## src/hw/rtl/lca_pkg.sv

```systemverilog
// Shared constants for the life cellular automaton block.
package lca_pkg;

  // Fixed field widths
  localparam int ROW_BITS     = 32;
  localparam int ROW_IDX_BITS = 5;
  localparam int DIM_BITS     = 6;
  localparam int GEN_BITS     = 16;

  // Configuration port
  localparam int CFG_ADDR_BITS = 2;
  localparam int CFG_DATA_BITS = 16;

  localparam logic [CFG_ADDR_BITS-1:0] CFG_BOARD_WIDTH  = 2'd0;
  localparam logic [CFG_ADDR_BITS-1:0] CFG_BOARD_HEIGHT = 2'd1;
  localparam logic [CFG_ADDR_BITS-1:0] CFG_GENERATIONS  = 2'd2;

  localparam logic [DIM_BITS-1:0] RST_BOARD_WIDTH  = 6'd32;
  localparam logic [DIM_BITS-1:0] RST_BOARD_HEIGHT = 6'd32;
  localparam logic [GEN_BITS-1:0] RST_GENERATIONS  = 16'd1;

  // Default size limits
  localparam int DEF_MAX_WIDTH  = 32;
  localparam int DEF_MAX_HEIGHT = 32;

  // B3/S23 rule
  localparam logic [3:0] LIFE_BIRTH   = 4'd3;
  localparam logic [3:0] LIFE_SURVIVE = 4'd2;

endpackage

```

## src/hw/rtl/lca_row_unit.sv

```systemverilog
// Row update unit: next generation of one row from its two neighbour rows.
module lca_row_unit #(
  parameter int COLS = lca_pkg::DEF_MAX_WIDTH
) (
  input  logic [COLS-1:0] up_row,
  input  logic [COLS-1:0] cur_row,
  input  logic [COLS-1:0] dn_row,
  input  logic [COLS-1:0] col_mask,
  output logic [COLS-1:0] nxt_row
);

  logic [COLS-1:0] up_lo, up_hi, cur_lo, cur_hi, dn_lo, dn_hi;

  // bit j of *_lo holds column j-1, bit j of *_hi holds column j+1
  assign up_lo  = {up_row[COLS-2:0], 1'b0};
  assign up_hi  = {1'b0, up_row[COLS-1:1]};
  assign cur_lo = {cur_row[COLS-2:0], 1'b0};
  assign cur_hi = {1'b0, cur_row[COLS-1:1]};
  assign dn_lo  = {dn_row[COLS-2:0], 1'b0};
  assign dn_hi  = {1'b0, dn_row[COLS-1:1]};

  always_comb begin
    logic [3:0] cnt;
    cnt     = '0;
    nxt_row = '0;
    for (int j = 0; j < COLS; j++) begin
      cnt = 4'($countones({up_lo[j], up_row[j], up_hi[j], cur_lo[j], cur_hi[j],
                           dn_lo[j], dn_row[j], dn_hi[j]}));
      nxt_row[j] = col_mask[j] &
                   ((cnt == lca_pkg::LIFE_BIRTH) ||
                    ((cnt == lca_pkg::LIFE_SURVIVE) && cur_row[j]));
    end
  end

endmodule

```

## src/hw/rtl/life_cellular_automaton.sv

```systemverilog
// Life cellular automaton top level: board store, generation sequencer, output register.
//
//   channel | ports                                            | direction
//   --------+--------------------------------------------------+----------
//   in      | in_valid, in_stall, in_row_cells                 | input beat
//   out     | out_valid, out_stall, out_cells, out_row,        | output beat
//           | out_last_row                                     |
//   cfg     | cfg_we, cfg_addr, cfg_wdata                      | write only
//
// Row beats are taken while the input is not stalled; every row but the one completing the board
// is only written to the store. The completing row starts the sequencer, which sweeps the
// board through the single row update unit and the board store (one read and one write
// port) once per generation, then reads each row from the store into the output register.
// Reset clears control state only; the board store is not cleared.
// A stalled output holds its row; input stays stalled until the board is emitted.
module life_cellular_automaton #(
  parameter int MAX_WIDTH  = lca_pkg::DEF_MAX_WIDTH,
  parameter int MAX_HEIGHT = lca_pkg::DEF_MAX_HEIGHT
) (
  input  logic                                clk,
  input  logic                                rst_n,
  input  logic                                in_valid,
  output logic                                in_stall,
  input  logic [lca_pkg::ROW_BITS-1:0]        in_row_cells,
  output logic                                out_valid,
  input  logic                                out_stall,
  output logic [lca_pkg::ROW_BITS-1:0]        out_cells,
  output logic [lca_pkg::ROW_IDX_BITS-1:0]    out_row,
  output logic                                out_last_row,
  input  logic                                cfg_we,
  input  logic [lca_pkg::CFG_ADDR_BITS-1:0]   cfg_addr,
  input  logic [lca_pkg::CFG_DATA_BITS-1:0]   cfg_wdata
);

  localparam int COLS = (MAX_WIDTH < lca_pkg::ROW_BITS) ? MAX_WIDTH : lca_pkg::ROW_BITS;
  localparam int ROWS = (MAX_HEIGHT < lca_pkg::ROW_BITS) ? MAX_HEIGHT : lca_pkg::ROW_BITS;
  localparam int AW   = $clog2(ROWS);
  localparam int DW   = lca_pkg::DIM_BITS;
  localparam int GW   = lca_pkg::GEN_BITS;

  localparam logic [1:0] ST_LOAD    = 2'd0;
  localparam logic [1:0] ST_CALC    = 2'd1;
  localparam logic [1:0] ST_EMIT_RD = 2'd2;
  localparam logic [1:0] ST_EMIT_WR = 2'd3;

  logic [DW-1:0]  cfg_w_r, cfg_h_r;
  logic [GW-1:0]  cfg_gens_r;
  logic [DW-1:0]  w_eff, h_eff;
  logic [COLS-1:0] col_mask;

  logic [1:0]     state_r, state_nxt;
  logic [DW-1:0]  rows_loaded_r, rows_loaded_nxt;
  logic [DW-1:0]  pos_r, pos_nxt;
  logic [GW-1:0]  gen_r, gen_nxt;
  logic [DW-1:0]  emit_r, emit_nxt;

  logic [COLS-1:0] up_r, cur_r, dn_row, nxt_row;

  logic           out_valid_r, out_valid_nxt;
  logic [lca_pkg::ROW_BITS-1:0]     out_cells_r;
  logic [lca_pkg::ROW_IDX_BITS-1:0] out_row_r;
  logic           out_last_r;

  logic [COLS-1:0] grid_mem [ROWS];
  logic [COLS-1:0] mem_rdata_r;
  logic           mem_we, mem_re;
  logic [AW-1:0]  mem_waddr, mem_raddr;
  logic [COLS-1:0] mem_wdata;

  logic           in_acc, out_load;
  logic [DW-1:0]  load_idx;
  logic           load_done;
  logic [DW-1:0]  calc_row;

  // effective board size
  always_comb begin
    w_eff = cfg_w_r;
    if (w_eff == '0) w_eff = DW'(1);
    if (w_eff > DW'(COLS)) w_eff = DW'(COLS);
    h_eff = cfg_h_r;
    if (h_eff == '0) h_eff = DW'(1);
    if (h_eff > DW'(ROWS)) h_eff = DW'(ROWS);
    for (int j = 0; j < COLS; j++) col_mask[j] = (DW'(j) < w_eff);
  end

  assign in_stall  = (state_r != ST_LOAD);
  assign in_acc    = in_valid && !in_stall;
  assign load_idx  = (rows_loaded_r < h_eff) ? rows_loaded_r : h_eff - DW'(1);
  assign load_done = ((load_idx + DW'(1)) == h_eff);
  assign calc_row  = pos_r - DW'(2);

  // row below the one being updated: fresh from the store, dead past the last row
  assign dn_row = ((pos_r != '0) && (pos_r <= h_eff)) ? (mem_rdata_r & col_mask) : '0;

  lca_row_unit #(
    .COLS (COLS)
  ) u_row_unit (
    .up_row   (up_r),
    .cur_row  (cur_r),
    .dn_row   (dn_row),
    .col_mask (col_mask),
    .nxt_row  (nxt_row)
  );

  // store port control
  always_comb begin
    mem_we    = 1'b0;
    mem_waddr = load_idx[AW-1:0];
    mem_wdata = in_row_cells[COLS-1:0] & col_mask;
    mem_re    = 1'b0;
    mem_raddr = emit_r[AW-1:0];
    if (in_acc) begin
      mem_we = 1'b1;
    end else if ((state_r == ST_CALC) && (pos_r >= DW'(2))) begin
      mem_we    = 1'b1;
      mem_waddr = calc_row[AW-1:0];
      mem_wdata = nxt_row;
    end
    if ((state_r == ST_CALC) && (pos_r < h_eff)) begin
      mem_re    = 1'b1;
      mem_raddr = pos_r[AW-1:0];
    end else if (state_r == ST_EMIT_RD) begin
      mem_re = 1'b1;
    end
  end

  always_ff @(posedge clk) begin
    if (mem_we) grid_mem[mem_waddr] <= mem_wdata;
    if (mem_re) mem_rdata_r <= grid_mem[mem_raddr];
  end

  assign out_load = (state_r == ST_EMIT_WR) && (!out_valid_r || !out_stall);

  // sequencer
  always_comb begin
    state_nxt       = state_r;
    rows_loaded_nxt = rows_loaded_r;
    pos_nxt         = pos_r;
    gen_nxt         = gen_r;
    emit_nxt        = emit_r;
    unique case (state_r)
      ST_LOAD: begin
        if (in_acc) begin
          if (load_done) begin
            rows_loaded_nxt = '0;
            pos_nxt         = '0;
            gen_nxt         = '0;
            emit_nxt        = '0;
            state_nxt       = (cfg_gens_r == '0) ? ST_EMIT_RD : ST_CALC;
          end else begin
            rows_loaded_nxt = load_idx + DW'(1);
          end
        end
      end
      ST_CALC: begin
        if (pos_r == (h_eff + DW'(1))) begin
          pos_nxt = '0;
          gen_nxt = gen_r + GW'(1);
          if (gen_nxt == cfg_gens_r) state_nxt = ST_EMIT_RD;
        end else begin
          pos_nxt = pos_r + DW'(1);
        end
      end
      ST_EMIT_RD: begin
        state_nxt = ST_EMIT_WR;
      end
      ST_EMIT_WR: begin
        if (out_load) begin
          if ((emit_r + DW'(1)) == h_eff) begin
            state_nxt = ST_LOAD;
          end else begin
            emit_nxt  = emit_r + DW'(1);
            state_nxt = ST_EMIT_RD;
          end
        end
      end
      default: state_nxt = ST_LOAD;
    endcase
  end

  always_comb begin
    out_valid_nxt = out_valid_r;
    if (out_load) out_valid_nxt = 1'b1;
    else if (out_valid_r && !out_stall) out_valid_nxt = 1'b0;
  end

  always_ff @(posedge clk) begin
    if (!rst_n) begin
      state_r       <= ST_LOAD;
      rows_loaded_r <= '0;
      pos_r         <= '0;
      gen_r         <= '0;
      emit_r        <= '0;
      out_valid_r   <= 1'b0;
      cfg_w_r       <= lca_pkg::RST_BOARD_WIDTH;
      cfg_h_r       <= lca_pkg::RST_BOARD_HEIGHT;
      cfg_gens_r    <= lca_pkg::RST_GENERATIONS;
    end else begin
      state_r       <= state_nxt;
      rows_loaded_r <= rows_loaded_nxt;
      pos_r         <= pos_nxt;
      gen_r         <= gen_nxt;
      emit_r        <= emit_nxt;
      out_valid_r   <= out_valid_nxt;
      if (cfg_we) begin
        unique case (cfg_addr)
          lca_pkg::CFG_BOARD_WIDTH:  cfg_w_r    <= cfg_wdata[DW-1:0];
          lca_pkg::CFG_BOARD_HEIGHT: cfg_h_r    <= cfg_wdata[DW-1:0];
          lca_pkg::CFG_GENERATIONS:  cfg_gens_r <= cfg_wdata[GW-1:0];
          default: ;
        endcase
      end
    end
  end

  // window and output payload
  always_ff @(posedge clk) begin
    if (state_r == ST_CALC) begin
      up_r  <= cur_r;
      cur_r <= dn_row;
    end
    if (out_load) begin
      out_cells_r <= lca_pkg::ROW_BITS'(mem_rdata_r & col_mask);
      out_row_r   <= emit_r[lca_pkg::ROW_IDX_BITS-1:0];
      out_last_r  <= ((emit_r + DW'(1)) == h_eff);
    end
  end

  assign out_valid    = out_valid_r;
  assign out_cells    = out_cells_r;
  assign out_row      = out_row_r;
  assign out_last_row = out_last_r;

endmodule

```

## config.mk

```make
export PLATFORM = sky130hd
export DESIGN_NAME = life_cellular_automaton
export DESIGN_NICKNAME = d
export VERILOG_FILES = /design/src/hw/rtl/lca_pkg.sv /design/src/hw/rtl/lca_row_unit.sv /design/src/hw/rtl/life_cellular_automaton.sv
export SDC_FILE = /design/constraint.sdc
export NUM_CORES = 2
export LEC_CHECK = 0
export CORE_ASPECT_RATIO = 0.9
export CORE_UTILIZATION = 58
export DETAILED_ROUTE_END_ITERATION = 12
export DONT_BUFFER_PORTS = 1
export PLACE_DENSITY = 0.76
export SYNTH_ARGS = -nofsm -noshare
export SYNTH_HDL_FRONTEND = slang
export SYNTH_HIERARCHICAL = 1
export SYNTH_SLANG_ARGS = --single-unit
```

## constraint.sdc

```tcl
create_clock -name clk -period 6.23 [get_ports clk]
set_input_delay 0.623 -clock clk [delete_from_list [all_inputs] [get_ports clk]]
set_output_delay 0.623 -clock clk [all_outputs]
set_load 0.05 [all_outputs]
```

### Yosys cells after proc, flatten, opt, wreduce, memory -nomap -nowiden

Memories as Yosys holds them, arrays and structs flattened. A register that Yosys moved wholly into a read port is not among the register bits.
Index checks and enable logic that the tools add are counted.

| word-level totals | value |
|---|---|
| memories kept | 1 |
| memory bits (writable) | 1,024 |
| input bits | 55 |
| flip-flop bits (word level) | 167 |

| cells by class | value |
|---|---|
| eq/ne operators | 79 |
| muxes and demuxes | 39 |
| bitwise gates (word level) | 34 |
| add/sub/neg operators | 223 |
| order comparisons | 38 |
| reduce and logical (&&, ||, !) cells | 92 |

Memory list:

| memory | depth | bits a word | rd ports | clocked after Yosys merged registers in | wr ports | line | text |
|---|---|---|---|---|---|---|---|
| grid_mem | 32 | 32 | 1 | 1 | 1 | life_cellular_automaton.sv:64 | `logic [COLS-1:0] grid_mem [ROWS];` |

Operators with widths:

| operator | number |
|---|---|
| adder 4 bit | 92 |
| equality test 4 x 2 -> 1 bit (second input constant) | 64 |
| adder 1 x 1 -> 2 bit | 122 |
| < comparator 5 x 6 -> 1 bit (first input constant) | 16 |
| two-way mux 32 bit | 3 |
| two-way mux 6 bit | 11 |
| AND 32 bit | 2 |
| < comparator 4 x 6 -> 1 bit (first input constant) | 8 |
| two-way mux 16 bit | 3 |
| logical AND 1 bit | 38 |
| logical OR 1 bit | 33 |
| AND 1 bit | 32 |
| one-hot mux 16 bit (2 select lines) | 1 |
| adder 6 x 1 -> 6 bit (second input constant) | 4 |
| < comparator 3 x 6 -> 1 bit (first input constant) | 4 |
| one-hot mux 6 bit (2 select lines) | 2 |
| equality test 6 bit | 3 |
| adder 16 x 1 -> 16 bit (second input constant) | 1 |
| equality test 16 bit | 1 |
| zero test 16 bit | 1 |
| two-way mux 5 bit | 3 |
| two-way mux 2 bit | 7 |
| greater-than comparator 6 bit (second input constant) | 2 |
| zero test 6 bit | 2 |
| 22 further kinds | 50 |

### Longest topological paths before layout

| depth | value |
|---|---|
| depth in word-level cells | 16 |
| depth in mapped cells | 25 |
| mapped depth without buffers | 23 |

### Modules after synthesis

The synthesis kept the hierarchy.

By module, submodules not included:

| module | instances | sequential area each (sq um) | area each (sq um) | cells each |
|---|---|---|---|---|
| life_cellular_automaton | 1 | 36,074.6 | 48,799.3 | 3,085 |
| lca_row_unit | 1 | 0.0 | 5,442.7 | 599 |

### Worst setup path before layout

OpenSTA, ideal clock, no wires.

| path | value |
|---|---|
| kind | register to register |
| start point | reg cfg_h_r[5] |
| end point | mem grid_mem[0][7] (netlist name) (data pin) |
| arrival time | 6,071 ps |
| required time | 5,853 ps |
| stages on the path, launching flop included | 24 |
| slack | -218 ps |
| path through | dfxtp_1 -> clkbuf_1 -> inv_2 -> o21ai_1 -> inv_1 -> ha_1 -> nand2b_1 -> a211oi_1 -> o21a_1 -> o22ai_1 -> nand2_1 -> clkbuf_1 -> nor2_1 -> inv_1 -> fa_1 -> fa_1 -> fa_1 -> inv_1 -> ha_1 -> fa_1 -> or2_2 -> a21oi_1 -> nor2_1 -> a21oi_1 |

| on the way | value |
|---|---|
| word-level cells in the longest chain between the ends | 16 |
| elaborated cells between the ends (all ways) | 18 |
| classes of those cells | add/sub: 4; order compare: 2; eq/ne: 2; mux: 5; bitwise: 1; reduce/logical: 4 |

Ends and longest elaborated chain:

| item | line | text |
|---|---|---|
| from (decl) | life_cellular_automaton.sv:46 | `logic [DW-1:0] cfg_w_r, cfg_h_r;` |
| from (signal assigned) | life_cellular_automaton.sv:196 | `cfg_h_r <= lca_pkg::RST_BOARD_HEIGHT;` |
| from (signal assigned) | life_cellular_automaton.sv:208 | `lca_pkg::CFG_BOARD_HEIGHT: cfg_h_r <= cfg_wdata[DW-1:0];` |
| zero test 6 bit | life_cellular_automaton.sv:81 | `if (h_eff == '0) h_eff = DW'(1);` |
| two-way mux 6 bit * | life_cellular_automaton.sv:81 |  |
| greater-than comparator 6 bit | life_cellular_automaton.sv:82 | `if (h_eff > DW'(ROWS)) h_eff = DW'(ROWS);` |
| two-way mux 6 bit * | life_cellular_automaton.sv:82 |  |
| less-or-equal comparator 6 bit * | life_cellular_automaton.sv:93 | `assign dn_row = ((pos_r != '0) && (pos_r <= h_eff)) ? (mem_rdata_r & col_mask) : '0;` |
| logical AND 1 bit * | life_cellular_automaton.sv:93 |  |
| two-way mux 32 bit * | life_cellular_automaton.sv:93 |  |
| net dn_row[7] | life_cellular_automaton.sv:57 | `logic [COLS-1:0] up_r, cur_r, dn_row, nxt_row;` |
| [3 not listed] | - |  |
| equality test 4 x 2 -> 1 bit | lca_row_unit.sv:31 | `((cnt == lca_pkg::LIFE_SURVIVE) && cur_row[j]));` |
| logical AND 1 bit | lca_row_unit.sv:31 |  |
| logical OR 1 bit * | lca_row_unit.sv:30 | `((cnt == lca_pkg::LIFE_BIRTH) \|\|` |
| AND 1 bit * | lca_row_unit.sv:29 | `nxt_row[j] = col_mask[j] &` |
| net nxt_row[7] | life_cellular_automaton.sv:57 |  |
| two-way mux 32 bit * | life_cellular_automaton.sv:114 | `end else if ((state_r == ST_CALC) && (pos_r >= DW'(2))) begin` |
| two-way mux 32 bit * | life_cellular_automaton.sv:112 | `if (in_acc) begin` |
| net mem_wdata[7] | life_cellular_automaton.sv:68 | `logic [COLS-1:0] mem_wdata;` |
| to (decl) | life_cellular_automaton.sv:64 |  |

The timed path passes the listed nets; every way through them passes the cells marked *.

### Worst setup path in the final report

| path | value |
|---|---|
| start point | reg cfg_h_r[5] |
| end point | mem grid_mem[2][11] (netlist name) (data pin) |

Same word-level chain as after synthesis.

==> flow_summary.toml <==
[setup_path]
cp_slowest_cell = "fa_1"
cp-end-kind = "register"
critical_path_class = "register to register"
cp-start-kind = "register"
arrival_ns = 6.44
crit_path_frequent_cell = "fa_1"
critPathMaxStageDelay_ns = 0.58
critical_path_required_ns = 6.70
cp_cell_sequence = "nor2b_1 > inv_1 > ha_1 > nor2_1 > a211oi_2 > o21a_1 > o22ai_1 > nand2_1 > buf_12 > nor3b_1 > inv_1 > fa_1 > fa_1 > fa_1 > inv_1 > ha_1 > fa_1 > or2_2 > a21oi_1 > nand2_1 > o21ai_2 > buf_4"
path_max_fanout = 32

[synthesis]
synth_flop_cell = "edfxtp_1"
synth-warning-count = 6
synth_nets = 3982
synth_edf_count = 1158
synthCells = 3684
syn_area_per_cell_um2 = 14.7
ys_types = 73
syn_area_mm2 = 0.0542
synth_seq_cells = 1223
seq_area_frac_synth_pct = 66.5
async_flop_share_pct = 0

[sta]
drv_slew = 0
finalCritPeriodShare_pct = 95.7
fin_skew_ns = 0.0267
hold_viol = 0
period_needed_ns = 5.96
worst_pin_slew_ns = 1.10
fin_tns_setup_ns = 0
maxSlewHeadroom_pct = 26.4
layout_setup_ws_ns = 0.269
timing.fmax_ghz = 0.168
setup_viol = 0

[route]
ant_nets = 0
drt_iter0_drc = 4577
drt-wirelength-per-cell_um = 28.2
first_pass_iters = 6
vias = 33047
drc = 0
wl_mm = 144
viasPerCell = 6.49

[clocking]
clock_latency_ns = 0.71
cts_tree = "done"
htreeDepth = 3
cts_buffers = 114
root_buffer = "clkbuf_16"
clk_path_buf_depth = 3
cts_sinks = 1223
clk_pin_slew_worst_paths_ns = 0.06

[global_route]
grt_pass1_vias = 32456
grt-ovfl-total = 0
antenna_found_initial = 6
grt_pass1_wl_mm = 211
grt_max_degree = 84
grtUsageTotal_pct = 30.4

[placed_design]
post-dp-hpwl_mm = 84.9
place_inst = 4880
dpl_cell_area_mm2 = 0.0567
gp_congestion = 0.920
dp_slack_ns = 0.250
portBuffers = 0

[power]
power.leakage_uw = 0.0222
power_frac_seq_pct = 54.2
p_sw_share_pct = 21.5
total_power_uw = 17000
p_sw_uw = 3670
pwr-share-clk_pct = 41.1
vdd_drop_max_uv = 259
power_density_mw_per_mm2 = 281
internal_power_uw = 13400
combPwrFrac_pct = 4.7

[outcome]
outcome = "finished, final reports clean"

[hold_path]
hp-class = "input pin to register"

[die]
die_area_mm2 = 0.0948
start_util_pct = 58.5
die_w_um = 324
die_h_um = 292
core_area_mm2 = 0.0927
ios = 95
std_cell_rows = 106

[finish]
fin_cells = 5094
drive_gt1_share_pct = 14.0
final_cell_mix = "1158 x edfxtp_1, 426 x nand2_1, 273 x inv_1"
area_growth_pct = 11.6
final_common_cell = "edfxtp_1"
finalNetCount = 4053
final_area_mm2 = 0.0605

[run]
cap_violations = 0
-- power by group through the flow --
stage	logic, uW	clock network [uW]	registers (uW)
after floorplan	439	0	9390
after global placement	749	0	9400
after detailed placement	767	0	9410
after CTS	775	7030	9230
after global routing	842	7340	9240
final	795	7000	9230
-- metal layers --
metal	part of all wire, %	track usage [%]
met1	38	43.2
met2	46	46.5
met3	13	6.38
met4	3.8	11.4
met5	0.0090	0
-- registers in the layout, summed over array words and instances (netlist names) --
name           count
out_row            5
out_last_row       1
mem_rdata_r       32
up_r              32
out_valid          1
pos_r              6
grid_mem        1024
cfg_gens_r        16
cfg_w_r            6
gen_r             16
out_cells         32
cfg_h_r            6
cur_r             32
emit_r             6
state_r            2
rows_loaded_r      6
-- cell usage after synthesis, drive strengths merged, types with 60 or more instances --
cell,n,area (um2)
mux4,128,2880
inv,275,1030
edfxtp,1158,34800
nand3,64,320
ha,121,1510
nand2,427,1600
a22oi,96,721
mux2i,148,1480
nor4,78,488
dfxtp,65,1300
clkbuf,118,443
nor2,123,462
buf,60,327
fa,122,2440
o22ai,71,444
a21oi,237,1190
-- layout make-up --
class                           count  area, um2
Antenna cell                        4       10.0
Clock buffer                      136       2940
Clock inverter                     73        786
Fill cell                        6221      32200
Inverter                          276       1040
Multi-Input combinational cell   2007      16900
Sequential cell                  1223      36100
Tap cell                         1242       1550
Timing Repair Buffer              133       1260
-- cells by family after synthesis --
family	Yosys count	share of synthesized area (%)
DFF	1223	66.5
buffers and inverters	454	3.33
xor gates and xnor gates	54	0.923
muxes	280	8.13
other	1	0.00691
AOI/OAI and AO/OA	575	6.58
and+or+nand+nor	854	7.23
adders and majority gates	243	7.29
-- final timing paths --
check / depth (start not counted) / endpoint / slack [ns] / startpoint
min reg2reg: 2 / cfg_gens_r[15] / 0.49 / cfg_gens_r[15]
max reg2reg: 22 / grid_mem[2][11] / 0.27 / cfg_h_r[5]
max: 22 / grid_mem[2][11] / 0.27 / cfg_h_r[5]
min: 1 / emit_r[2] / 0.04 / rst_n
-- critical path, delay by kind of cell, from the launching register on --
family          cells  cell delay [ns]
fa+ha+maj           6             2.40
simple gates        6             1.27
compound gates      5             0.66
buf+inv             5             0.85
flops               1             0.45
-- through the flow --
stage	hold slack (ns)	utilization, %
global route	0.0267	65.3
global placement	0.464	61.2
CTS	0.000778	65.2
floorplan	0.406	-
detailed placement	0.473	61.2
finish	0.0443	65.3
-- what timing repair did --
item,CTS,global route
hold buffers,1,0
setup buffers,0,0
endpoints found under the setup margin,0,477
resized for setup,0,11
endpoints found under the hold margin,3,0
No activity file was read; power rests on OpenSTA's default activity.
